### src/design/olist_pkg.sv
// ----------------------------------------------------------------------------
// Ordered list engine package
// Opcodes, status codes, cell commands and default sizes.
// ----------------------------------------------------------------------------
`default_nettype none

package olist_pkg;

  localparam int CAPACITY_DEF    = 64;
  localparam int VALUE_WIDTH_DEF = 16;
  localparam int OPCODE_W        = 4;
  localparam int PLACE_W         = 8;
  localparam int STATUS_W        = 3;

  localparam logic [OPCODE_W-1:0] OP_INS_AFTER  = 4'd0;
  localparam logic [OPCODE_W-1:0] OP_DEL_VAL    = 4'd1;
  localparam logic [OPCODE_W-1:0] OP_DEL_POS    = 4'd2;
  localparam logic [OPCODE_W-1:0] OP_PUSH_BACK  = 4'd3;
  localparam logic [OPCODE_W-1:0] OP_PUSH_FRONT = 4'd4;
  localparam logic [OPCODE_W-1:0] OP_POP_FRONT  = 4'd5;
  localparam logic [OPCODE_W-1:0] OP_POP_BACK   = 4'd6;
  localparam logic [OPCODE_W-1:0] OP_READ_FWD   = 4'd7;
  localparam logic [OPCODE_W-1:0] OP_READ_REV   = 4'd8;

  localparam logic [STATUS_W-1:0] ST_OK       = 3'd0;
  localparam logic [STATUS_W-1:0] ST_EMPTY    = 3'd1;
  localparam logic [STATUS_W-1:0] ST_BADPOS   = 3'd2;
  localparam logic [STATUS_W-1:0] ST_NOTFOUND = 3'd3;
  localparam logic [STATUS_W-1:0] ST_FULL     = 3'd4;

  // Command broadcast to every cell of the ring, all in the same cycle.
  typedef enum logic [2:0] {
    CELL_HOLD,
    CELL_INSERT,
    CELL_REMOVE,
    CELL_WRAP,
    CELL_ROTR
  } cell_op_e;

endpackage

`default_nettype wire

### src/design/ordered_list_engine_unit.sv
// ----------------------------------------------------------------------------
// Ordered list engine
// Bounded deque of signed values held in a ring of cells with a sequencer.
// ----------------------------------------------------------------------------
// An item is taken when start is high and busy is low. Every result is shown
// for exactly one cycle with result_valid_o and the receiver cannot stall it,
// so it must take each result as it comes. Inserts, pushes, pops and delete
// by position finish with at most one cell update, and a new item is taken
// only once busy has fallen. Delete by value and forward readout step the
// ring once per entry, and a forward readout gives one entry per cycle.
// Reverse readout turns the whole ring of CAPACITY cells once, with its
// entries in the last length of those steps.
// ----------------------------------------------------------------------------
`default_nettype none

module ordered_list_engine_unit #(
  parameter int CAPACITY    = olist_pkg::CAPACITY_DEF,
  parameter int VALUE_WIDTH = olist_pkg::VALUE_WIDTH_DEF
) (
  input  wire                                   clk_i,
  input  wire                                   rst_ni,
  input  wire                                   start,
  output logic                                  busy,
  input  wire  [olist_pkg::OPCODE_W-1:0]        opcode_i,
  input  wire  signed [VALUE_WIDTH-1:0]         item_value_i,
  input  wire  signed [olist_pkg::PLACE_W-1:0]  place_i,
  output logic                                  result_valid_o,
  output logic [olist_pkg::STATUS_W-1:0]        status_o,
  output logic signed [VALUE_WIDTH-1:0]         read_value_o,
  output logic [$clog2(CAPACITY+1)-1:0]         entry_count_o,
  output logic                                  last_o
);

  localparam int KW = $clog2(CAPACITY);
  localparam int LW = $clog2(CAPACITY+1);
  localparam int CW = (LW > olist_pkg::PLACE_W) ? LW : olist_pkg::PLACE_W;

  localparam logic [1:0] S_IDLE = 2'd0;
  localparam logic [1:0] S_EXEC = 2'd1;
  localparam logic [1:0] S_WALK = 2'd2;

  logic [1:0]                          state_d, state_q;
  logic [olist_pkg::OPCODE_W-1:0]      op_q;
  logic [VALUE_WIDTH-1:0]              val_q;
  logic [olist_pkg::PLACE_W-1:0]       place_q;
  logic [LW-1:0]                       len_d, len_q;
  logic [LW-1:0]                       rem_d, rem_q;
  logic                                found_d, found_q;
  logic                                valid_d, valid_q;
  logic [olist_pkg::STATUS_W-1:0]      status_d, status_q;
  logic [VALUE_WIDTH-1:0]              rdval_d, rdval_q;
  logic                                last_d, last_q;

  olist_pkg::cell_op_e                 cell_op;
  logic [KW-1:0]                       cell_k;
  logic [VALUE_WIDTH-1:0]              cell_b;
  logic [VALUE_WIDTH-1:0]              cell_val [CAPACITY];
  logic [VALUE_WIDTH-1:0]              head, tail;

  logic                                accept;
  logic                                pl_neg;
  logic [CW-1:0]                       pl_mag;
  logic [CW-1:0]                       len_ext;
  logic                                is_full;
  logic                                is_empty;
  logic                                match;

  // --------------------------------------------------------------------------
  // Cell ring
  // --------------------------------------------------------------------------
  for (genvar g = 0; g < CAPACITY; g++) begin : g_cell
    localparam int Left  = (g + CAPACITY - 1) % CAPACITY;
    localparam int Right = (g + 1) % CAPACITY;
    olist_cell #(
      .CAPACITY    (CAPACITY),
      .VALUE_WIDTH (VALUE_WIDTH),
      .IDX         (g)
    ) u_cell (
      .clk_i   (clk_i),
      .op_i    (cell_op),
      .k_i     (cell_k),
      .bcast_i (cell_b),
      .left_i  (cell_val[Left]),
      .right_i (cell_val[Right]),
      .val_o   (cell_val[g])
    );
  end

  assign head = cell_val[0];
  assign tail = cell_val[CAPACITY-1];

  // --------------------------------------------------------------------------
  // Sequencer
  // --------------------------------------------------------------------------
  assign accept   = start && (state_q == S_IDLE);
  assign pl_neg   = place_q[olist_pkg::PLACE_W-1];
  assign pl_mag   = CW'(place_q[olist_pkg::PLACE_W-2:0]);
  assign len_ext  = CW'(len_q);
  assign is_full  = (len_q == LW'(CAPACITY));
  assign is_empty = (len_q == '0);
  assign match    = !found_q && (head == val_q);

  always_comb begin
    state_d  = state_q;
    len_d    = len_q;
    rem_d    = rem_q;
    found_d  = found_q;
    valid_d  = 1'b0;
    status_d = status_q;
    rdval_d  = rdval_q;
    last_d   = last_q;
    cell_op  = olist_pkg::CELL_HOLD;
    cell_k   = '0;
    cell_b   = val_q;

    case (state_q)
      S_IDLE: begin
        if (accept) begin
          state_d = S_EXEC;
        end
      end

      S_EXEC: begin
        state_d  = S_IDLE;
        valid_d  = 1'b1;
        status_d = olist_pkg::ST_OK;
        rdval_d  = '0;
        last_d   = 1'b1;
        case (op_q)
          olist_pkg::OP_INS_AFTER: begin
            if (pl_neg) begin
              status_d = olist_pkg::ST_BADPOS;
            end else if (is_full) begin
              status_d = olist_pkg::ST_FULL;
            end else if (is_empty) begin
              cell_op = olist_pkg::CELL_INSERT;
              cell_k  = '0;
              len_d   = len_q + LW'(1);
            end else if (pl_mag >= len_ext) begin
              status_d = olist_pkg::ST_BADPOS;
            end else begin
              cell_op = olist_pkg::CELL_INSERT;
              cell_k  = KW'(pl_mag + CW'(1));
              len_d   = len_q + LW'(1);
            end
          end
          olist_pkg::OP_DEL_VAL: begin
            if (is_empty) begin
              status_d = olist_pkg::ST_EMPTY;
            end else begin
              state_d = S_WALK;
              valid_d = 1'b0;
              rem_d   = len_q;
              found_d = 1'b0;
            end
          end
          olist_pkg::OP_DEL_POS: begin
            if (is_empty) begin
              status_d = olist_pkg::ST_EMPTY;
            end else if (pl_neg || (pl_mag == '0) || (pl_mag > len_ext)) begin
              status_d = olist_pkg::ST_BADPOS;
            end else begin
              cell_op = olist_pkg::CELL_REMOVE;
              cell_k  = KW'(pl_mag - CW'(1));
              len_d   = len_q - LW'(1);
            end
          end
          olist_pkg::OP_PUSH_BACK: begin
            if (is_full) begin
              status_d = olist_pkg::ST_FULL;
            end else begin
              cell_op = olist_pkg::CELL_INSERT;
              cell_k  = KW'(len_q);
              len_d   = len_q + LW'(1);
            end
          end
          olist_pkg::OP_PUSH_FRONT: begin
            if (is_full) begin
              status_d = olist_pkg::ST_FULL;
            end else begin
              cell_op = olist_pkg::CELL_INSERT;
              cell_k  = '0;
              len_d   = len_q + LW'(1);
            end
          end
          olist_pkg::OP_POP_FRONT: begin
            if (is_empty) begin
              status_d = olist_pkg::ST_EMPTY;
            end else begin
              cell_op = olist_pkg::CELL_REMOVE;
              cell_k  = '0;
              len_d   = len_q - LW'(1);
            end
          end
          olist_pkg::OP_POP_BACK: begin
            if (is_empty) begin
              status_d = olist_pkg::ST_EMPTY;
            end else begin
              len_d = len_q - LW'(1);
            end
          end
          olist_pkg::OP_READ_FWD: begin
            if (is_empty) begin
              status_d = olist_pkg::ST_EMPTY;
            end else begin
              state_d = S_WALK;
              valid_d = 1'b0;
              rem_d   = len_q;
            end
          end
          olist_pkg::OP_READ_REV: begin
            if (is_empty) begin
              status_d = olist_pkg::ST_EMPTY;
            end else begin
              state_d = S_WALK;
              valid_d = 1'b0;
              rem_d   = LW'(CAPACITY);
            end
          end
          default: begin
            status_d = olist_pkg::ST_OK;
          end
        endcase
      end

      S_WALK: begin
        rem_d = rem_q - LW'(1);
        if (rem_q == LW'(1)) begin
          state_d = S_IDLE;
        end
        case (op_q)
          // Each step takes the head: it is either dropped (first match) or
          // moved to the tail, so one pass keeps the order of the survivors.
          olist_pkg::OP_DEL_VAL: begin
            if (match) begin
              cell_op = olist_pkg::CELL_REMOVE;
              cell_k  = '0;
              len_d   = len_q - LW'(1);
              found_d = 1'b1;
            end else begin
              cell_op = olist_pkg::CELL_WRAP;
              cell_k  = KW'(len_q - LW'(1));
              cell_b  = head;
            end
            if (rem_q == LW'(1)) begin
              valid_d  = 1'b1;
              last_d   = 1'b1;
              rdval_d  = '0;
              status_d = (found_q || match) ? olist_pkg::ST_OK : olist_pkg::ST_NOTFOUND;
            end
          end
          olist_pkg::OP_READ_FWD: begin
            cell_op  = olist_pkg::CELL_WRAP;
            cell_k   = KW'(len_q - LW'(1));
            cell_b   = head;
            valid_d  = 1'b1;
            status_d = olist_pkg::ST_OK;
            rdval_d  = head;
            last_d   = (rem_q == LW'(1));
          end
          olist_pkg::OP_READ_REV: begin
            // The whole ring turns once; the tail cell shows the entries from
            // the back once the list has been carried up against it.
            cell_op = olist_pkg::CELL_ROTR;
            if (rem_q <= len_q) begin
              valid_d  = 1'b1;
              status_d = olist_pkg::ST_OK;
              rdval_d  = tail;
              last_d   = (rem_q == LW'(1));
            end
          end
          default: begin
            state_d = S_IDLE;
          end
        endcase
      end

      default: begin
        state_d = S_IDLE;
      end
    endcase
  end

  always_ff @(posedge clk_i or negedge rst_ni) begin
    if (!rst_ni) begin
      state_q <= S_IDLE;
      len_q   <= '0;
      rem_q   <= '0;
      found_q <= 1'b0;
      valid_q <= 1'b0;
    end else begin
      state_q <= state_d;
      len_q   <= len_d;
      rem_q   <= rem_d;
      found_q <= found_d;
      valid_q <= valid_d;
    end
  end

  always_ff @(posedge clk_i) begin
    if (accept) begin
      op_q    <= opcode_i;
      val_q   <= $unsigned(item_value_i);
      place_q <= $unsigned(place_i);
    end
    status_q <= status_d;
    rdval_q  <= rdval_d;
    last_q   <= last_d;
  end

  assign busy           = (state_q != S_IDLE);
  assign result_valid_o = valid_q;
  assign status_o       = status_q;
  assign read_value_o   = $signed(rdval_q);
  assign entry_count_o  = len_q;
  assign last_o         = last_q;

endmodule

`default_nettype wire

### src/design/olist_cell.sv
// ----------------------------------------------------------------------------
// Ordered list cell
// Holds one list entry and moves it to or from its neighbours on command.
// ----------------------------------------------------------------------------
`default_nettype none

module olist_cell #(
  parameter int CAPACITY    = olist_pkg::CAPACITY_DEF,
  parameter int VALUE_WIDTH = olist_pkg::VALUE_WIDTH_DEF,
  parameter int IDX         = 0
) (
  input  wire                          clk_i,
  input  olist_pkg::cell_op_e          op_i,
  input  wire [$clog2(CAPACITY)-1:0]   k_i,
  input  wire [VALUE_WIDTH-1:0]        bcast_i,
  input  wire [VALUE_WIDTH-1:0]        left_i,
  input  wire [VALUE_WIDTH-1:0]        right_i,
  output logic [VALUE_WIDTH-1:0]       val_o
);

  localparam int KW = $clog2(CAPACITY);
  localparam logic [KW-1:0] MyIdx = KW'(IDX);

  logic [VALUE_WIDTH-1:0] val_d, val_q;

  always_comb begin
    val_d = val_q;
    case (op_i)
      olist_pkg::CELL_HOLD: val_d = val_q;
      olist_pkg::CELL_INSERT: begin
        if (MyIdx > k_i) begin
          val_d = left_i;
        end else if (MyIdx == k_i) begin
          val_d = bcast_i;
        end
      end
      olist_pkg::CELL_REMOVE: begin
        if (MyIdx >= k_i) begin
          val_d = right_i;
        end
      end
      // Rotation inside the live region: the cell at the tail takes the head.
      olist_pkg::CELL_WRAP: begin
        if (MyIdx < k_i) begin
          val_d = right_i;
        end else if (MyIdx == k_i) begin
          val_d = bcast_i;
        end
      end
      olist_pkg::CELL_ROTR: val_d = left_i;
      default: val_d = val_q;
    endcase
  end

  always_ff @(posedge clk_i) begin
    val_q <= val_d;
  end

  assign val_o = val_q;

endmodule

`default_nettype wire

### config.mk
export PLATFORM = sky130hd
export DESIGN_NAME = ordered_list_engine_unit
export DESIGN_NICKNAME = d
export VERILOG_FILES = /design/src/design/olist_pkg.sv /design/src/design/ordered_list_engine_unit.sv /design/src/design/olist_cell.sv
export SDC_FILE = /design/constraint.sdc
export NUM_CORES = 2
export LEC_CHECK = 0
export CORE_ASPECT_RATIO = 0.5
export CORE_MARGIN = 3
export CORE_UTILIZATION = 29
export CTS_CLUSTER_DIAMETER = 100
export DETAILED_ROUTE_END_ITERATION = 10
export DONT_BUFFER_PORTS = 1
export PLACE_DENSITY = 0.54
export SETUP_SLACK_MARGIN = 0.5
export SKIP_CTS_REPAIR_TIMING = 1
export SLEW_MARGIN = 40
export SYNTH_ARGS = -nofsm -noshare
export SYNTH_HDL_FRONTEND = slang
export SYNTH_SLANG_ARGS = --single-unit
### constraint.sdc
create_clock -name clk_i -period 8.08 [get_ports clk_i]
set_clock_uncertainty 0.2 [all_clocks]
set_input_delay 0.808 -clock clk_i [delete_from_list [all_inputs] [get_ports clk_i]]
set_output_delay 0.808 -clock clk_i [all_outputs]
set_load 0.05 [all_outputs]
==> After elaboration in Yosys (flattened, before gate mapping) <==
Cells that the tools add are included.
{ "totals": {"regBits": 1090, "inputBits": 31, "out_inout_bits": 29, "word_cells": 928} }
{ "op_classes": {"n_addsub": 5, "order_cmp": 195, "eq_ne": 164, "mux": 401, "n_reduce_logical": 88} }
{ "ops": {"columns": ["cell", "count"], "rows": [
  ["$mux 16", 260],
  ["$pmux 16 s4", 64],
  ["$eq 6x6->1 const A", 32],
  ["$ge 6x6->1 const A", 32],
  ["$gt 6x6->1 const A", 32],
  ["$lt 6x6->1 const A", 32],
  ["$ne 2x1->1 const B", 65],
  ["$reduce_and 2->1", 65],
  ["$eq 5x6->1 const A", 16],
  ["$ge 5x6->1 const A", 16],
  ["$gt 5x6->1 const A", 16],
  ["$lt 5x6->1 const A", 16],
  ["$mux 7", 12],
  ["$pmux 16 s2", 2],
  ["$eq 4x6->1 const A", 8],
  ["$ge 4x6->1 const A", 8],
  ["$gt 4x6->1 const A", 8],
  ["$lt 4x6->1 const A", 8],
  ["$mux 6", 8],
  ["$pmux 16 s3", 1],
  ["$pmux 7 s2", 3],
  ["$ne 3x3->1 const B", 11],
  ["$pmux 7 s4", 1],
  ["$mux 2", 13],
  ["62 further kinds", 124]
]} }

==> Depth between registers and ports, before layout <==
{ "depth": {"ltp_word": 11, "depth_mapped": 20, "ltp_nobuf": 12} }

==> Worst setup path before layout <==
OpenSTA, ideal clock, no wires.
{ "synth_timing": {"kind": "reg-to-reg", "from": "register len_q[0] (netlist: entry_count_o[0])", "to": "register g_cell[36].u_cell.val_q[0] (enable)", "setup_time_ns": 0.411, "t_arrival_ns": 4.876, "required_time_ns": 7.469, "slack_ns": 2.592, "path_stages_with_launch": 15, "path_buffers": 5, "synth_period_minus_slack_ns": 5.488, "path_cell_list": "dfrtp_1 > clkbuf_1 > inv_1 > ha_1 > or4b_1 > buf_2 > nor3_4 > nor3_2 > a32o_1 > o31ai_2 > clkbuf_1 > clkbuf_1 > clkbuf_1 > a211oi_1 > o21ai_0"} }
{ "synth_via": {"elab_chain_len": 10, "word_cells_on_any_way": 35, "cone_classes": "add/sub (1); order compare (3); eq/ne (6); mux (21); reduce/logical (4)"} }
{ "synth_rtl": {"columns": ["item", "line", "rtl"], "rows": [
  ["start, declared", "ordered_list_engine_unit.sv:46", "logic [LW-1:0] len_d, len_q;"],
  ["start signal, assigned", "ordered_list_engine_unit.sv:293", "len_q <= len_d;"],
  ["$ge 7x7->1", "ordered_list_engine_unit.sv:139", "end else if (pl_mag >= len_ext) begin"],
  ["$mux 6 / $mux 1 (equally long branches)", "ordered_list_engine_unit.sv:139", null],
  ["$mux 6 / $mux 1 (equally long branches)", "ordered_list_engine_unit.sv:135", "end else if (is_empty) begin"],
  ["$mux 6 / $mux 1 (equally long branches)", "ordered_list_engine_unit.sv:133", "end else if (is_full) begin"],
  ["$mux 6 / $mux 1 (equally long branches)", "ordered_list_engine_unit.sv:131", "if (pl_neg) begin"],
  ["$pmux 6 s3 / $pmux 2 s4 (equally long branches)", "ordered_list_engine_unit.sv:129", "case (op_q)"],
  ["$pmux 6 s2 / $pmux 3 s2 (equally long branches)", "ordered_list_engine_unit.sv:116", "case (state_q)"],
  ["$ge 6x6->1 (tied with other cells)", "olist_cell.sv:38", "if (MyIdx >= k_i) begin"],
  ["$ne 2x1->1 (no source line) / $reduce_bool 4->1 (equally long branches)", null, null],
  ["$reduce_and 2->1 (no source line) (*)", null, null],
  ["end signal, assigned", "olist_cell.sv:56", "val_q <= val_d;"],
  ["end, declared", "olist_cell.sv:24", "logic [VALUE_WIDTH-1:0] val_d, val_q;"]
]} }
Mark *: on every way between the ends. The rest lies on a longest branch, timed or not.
A chain may end at the register's enable or synchronous reset.

==> Worst setup path in the final report <==
{ "layout_timing": {"from": "register len_q[5] (netlist: entry_count_o[5])", "to": "register g_cell[5].u_cell.val_q[5] (data pin)"} }
{ "layout_via": {"elab_chain_len": 11, "word_cells_on_any_way": 38, "cone_classes": "add/sub (1); order compare (4); eq/ne (6); mux (25); reduce/logical (2)"} }
{ "layout_rtl": {"columns": ["item", "line", "rtl"], "rows": [
  ["branches (longest 10 deep; another with $ge 7x7->1)", null, null],
  ["$pmux 16 s4 (*)", "olist_cell.sv:28", "case (op_i)"],
  ["net g_cell[5].u_cell.val_d[5]", "olist_cell.sv:24", null],
  ["end signal, assigned", "olist_cell.sv:56", null],
  ["end, declared", "olist_cell.sv:24", null]
]} }
Mark *: on every way through the listed nets, which the timed path passes.

==> impl_metrics.ini <==
[synthesis]
async_flop_share_pct = 1.65
synth.area.top_cells = edfxtp_1 46%, a221o_1 6.4%, a22oi_1 5.5%
syn-num-nets = 7378
syn-mean-instance-area_um2 = 9.58
synth-seq-area-share_pct = 46.5
synth_most_common_cell = edfxtp_1
synth_edf_count = 1072
ys.warnings.count = 0
synth-seq-cells = 1090
synth_compound_area_share_pct = 33.2
synthMuxAreaShare_pct = 2.90
ys.flop_type = edfxtp_1
synthTopCellsByCount = 1072 x edfxtp_1, 881 x nand2_1, 743 x nor2_1
synthAdderAreaFrac_pct = 0.428
netlist_instances = 7323
synth_top_family_by_area = compound AO/OA/AOI/OAI gates
synth_top_cell_area_share_pct = 45.9
netlist-cell-type-count = 103
syn_area_um2 = 70100
yosys.area_share.xor_xnor_pct = 0.449
synthSimpleGateAreaFrac_pct = 11.6
synth_area_leader_cell = edfxtp_1

[sta]
worstMarginPinSlew_ns = 0.947
min_period_over_period_pct = 81.4
fin_crit_ns = 6.58
rsz0062_at_grt = false
finalSetupViolCount = 0
slew_violations = 0
timing.final.ws_setup_ns = 1.50
max_freq_ghz = 0.152
whs_ns = 0.0343
relSlewSlack_pct = 36.7
tns_ns = 0
hold_viol = 0

[clock_tree]
root_buffer = clkbuf_16
cts_buffer_depth = 3
cts_tree = yes
numCtsBuffers = 119
htree_levels = 3
cts_num_sinks = 1090
clk_latency_ns = 0.79
cts.clk_slew.worst_paths_ns = 0.06

[flow_run]
drv_cap = 0

[global_route]
grtUsageMet3_pct = 4.49
grt_first_pass_wirelength_um = 409000
antenna_found_initial = 2
top_usage_layer = met2
grt_max_degree = 111
grt_pass1_vias = 60541
grt_usage_pct = 21.0
grt_use_met1_pct = 29.3
grt_overflow = 0
grt_use_met2_pct = 32.2

[run_status]
status = complete, no violations

[worst_setup_path]
crit_type = reg2reg
r2r-start = entry_count_o[5]
end_kind = flop
r2r-end = g_cell[5].u_cell.val_o[5]
arrival_ns = 6.89
max_stage_delay_ns = 0.87
reg2regPathDepth = 13
cpMaxStageDelayCell = dfrtp_1
reg2reg_slack_ns = 1.50
crit_chain = inv_1 > ha_1 > nand2_1 > o21ai_0 > o22ai_1 > and3_1 > or3_2 > buf_4 > nor3_4 > nand3_2 > a21oi_2 > a211oi_1 > a221o_1
crit_required_ns = 8.39
critPathMaxFanout = 34
start_kind = flop
crit_end = g_cell[5].u_cell.val_o[5]
startpoint = entry_count_o[5]

[detailed_routing]
drt_iter0_drc = 8633
num_vias = 64704
drt-vias-per-instance = 6.25
drc = 0
wl_per_cell_um = 26.3
first_pass_iters = 9
ant_nets = 0
drt-total-wl_um = 273000

[floorplan]
dieWidth_um = 702
die_h_um = 354
core_um2 = 238000
io_pins = 60
start_util_pct = 29.4
dieArea_um2 = 248000
num_rows = 126

[placement]
port-buffer-count = 0
dp_worst_setup_slack_ns = 1.65
gp_congestion = 0.930
hpwlAfterDp_um = 187000

[power]
power.density_nw_per_um2 = 216
worst_ir_drop_vdd_uv = 186
p_leak_nw = 26.2
power_mw = 17.0

[finish]
layout.nets = 7104
multi_input_area_um2 = 35100
area_growth_syn_to_layout_pct = 12.2
final_util_pct = 33.0
drive_gt1_share_pct = 11.3
regArea_um2 = 32600
fill_cells = 24013

[hold_path]
hold_path.class = in2reg
hold-path-cell-count = 2
metal layers:
| layer | part of all wire, % | up-vias |
|---|---|---|
| met5 | 0 | - |
| met3 | 10 | 487 |
| met1 | 43 | 32134 |
| met4 | 3.2 | 0 |
| li1 | - | 28593 |
| met2 | 44 | 3490 |
through the flow:
stage | cell area, um^2 | instances
after CTS | 78300 | 10317
after detailed placement | 74600 | 10097
after global routing | 78700 | 10348
final | 78700 | 10349
after floorplan | 70100 | 7323
after global placement | 74000 | 10075
cells by family (layout without fill, tap and decap cells):
logic type,count (synthesis),after routing
AOI/OAI and AO/OA,3216,3216
and+or+nand+nor,1942,1942
DFF,1090,1090
buffers and inverters,822,647
muxes,193,193
xor gates and xnor gates,36,36
adders and majority gates,24,24
other,0,1
worst min path at each step:
| stage | from | endpoint | slack (ns) |
|---|---|---|---|
| 2_1_floorplan | rst_ni | entry_count_o[0] | 0.31 |
| 3_3_place_gp | rst_ni | entry_count_o[3] | 0.31 |
| 3_5_place_dp | rst_ni | entry_count_o[3] | 0.31 |
| 4_1_cts | rst_ni | entry_count_o[1] | -0.54 |
| 5_1_grt | start | state_q[0] | 0.009 |
| 6_report | start | state_q[0] | 0.03 |
cell type report:
class | instances | share of cell area [%]
Multi-Input combinational cell | 5411 | 44.6
Clock inverter | 66 | 0.663
Tap cell | 3200 | 5.09
Antenna cell | 1 | 0.00318
Timing Repair Buffer | 358 | 3.68
Clock buffer | 154 | 4.12
Inverter | 69 | 0.329
Sequential cell | 1090 | 41.5
state kept, by name (all words and copies together) (netlist names):
name and count:
result_valid_o 1, val_q 16, found_q 1, place_q 8
g_cell.u_cell.val_o 1024, state_q 2, last_o 1, op_q 4
status_o 3, rem_q 7, entry_count_o 7, read_value_o 16
cells in the final DEF, fill, tap and decap left out, types with 77 or more instances in the layout:
| cell type | count |
|---|---|
| edfxtp_1 | 1072 |
| nand3_1 | 87 |
| o221ai_1 | 77 |
| nor2_1 | 716 |
| a211oi_1 | 327 |
| mux2_2 | 80 |
| a221oi_1 | 81 |
| nand2_1 | 872 |
| buf_4 | 307 |
| a22oi_1 | 512 |
| clkbuf_16 | 124 |
| o211ai_1 | 213 |
| a221o_1 | 446 |
| a21oi_1 | 334 |
| mux2i_1 | 97 |
| o21ai_1 | 159 |
| o21ai_0 | 595 |
power breakdown:
part           switching [mW]  internal [mW]  total [mW]
registers               0.754           6.89        7.65
clock network            2.48           3.06        5.54
logic                    2.67           1.14        3.81
worst max-delay path: cells and delay by family, from the launching register on:
kind                     cells  cell delay (ns)
AND/OR/NAND/NOR              5             2.32
AO/OA/AOI/OAI                5             1.88
flip-flops                   1             0.87
buffers and inverters        2             0.61
adder cells (fa/ha/maj)      1             0.38
Power figures use the tool's default switching activity.
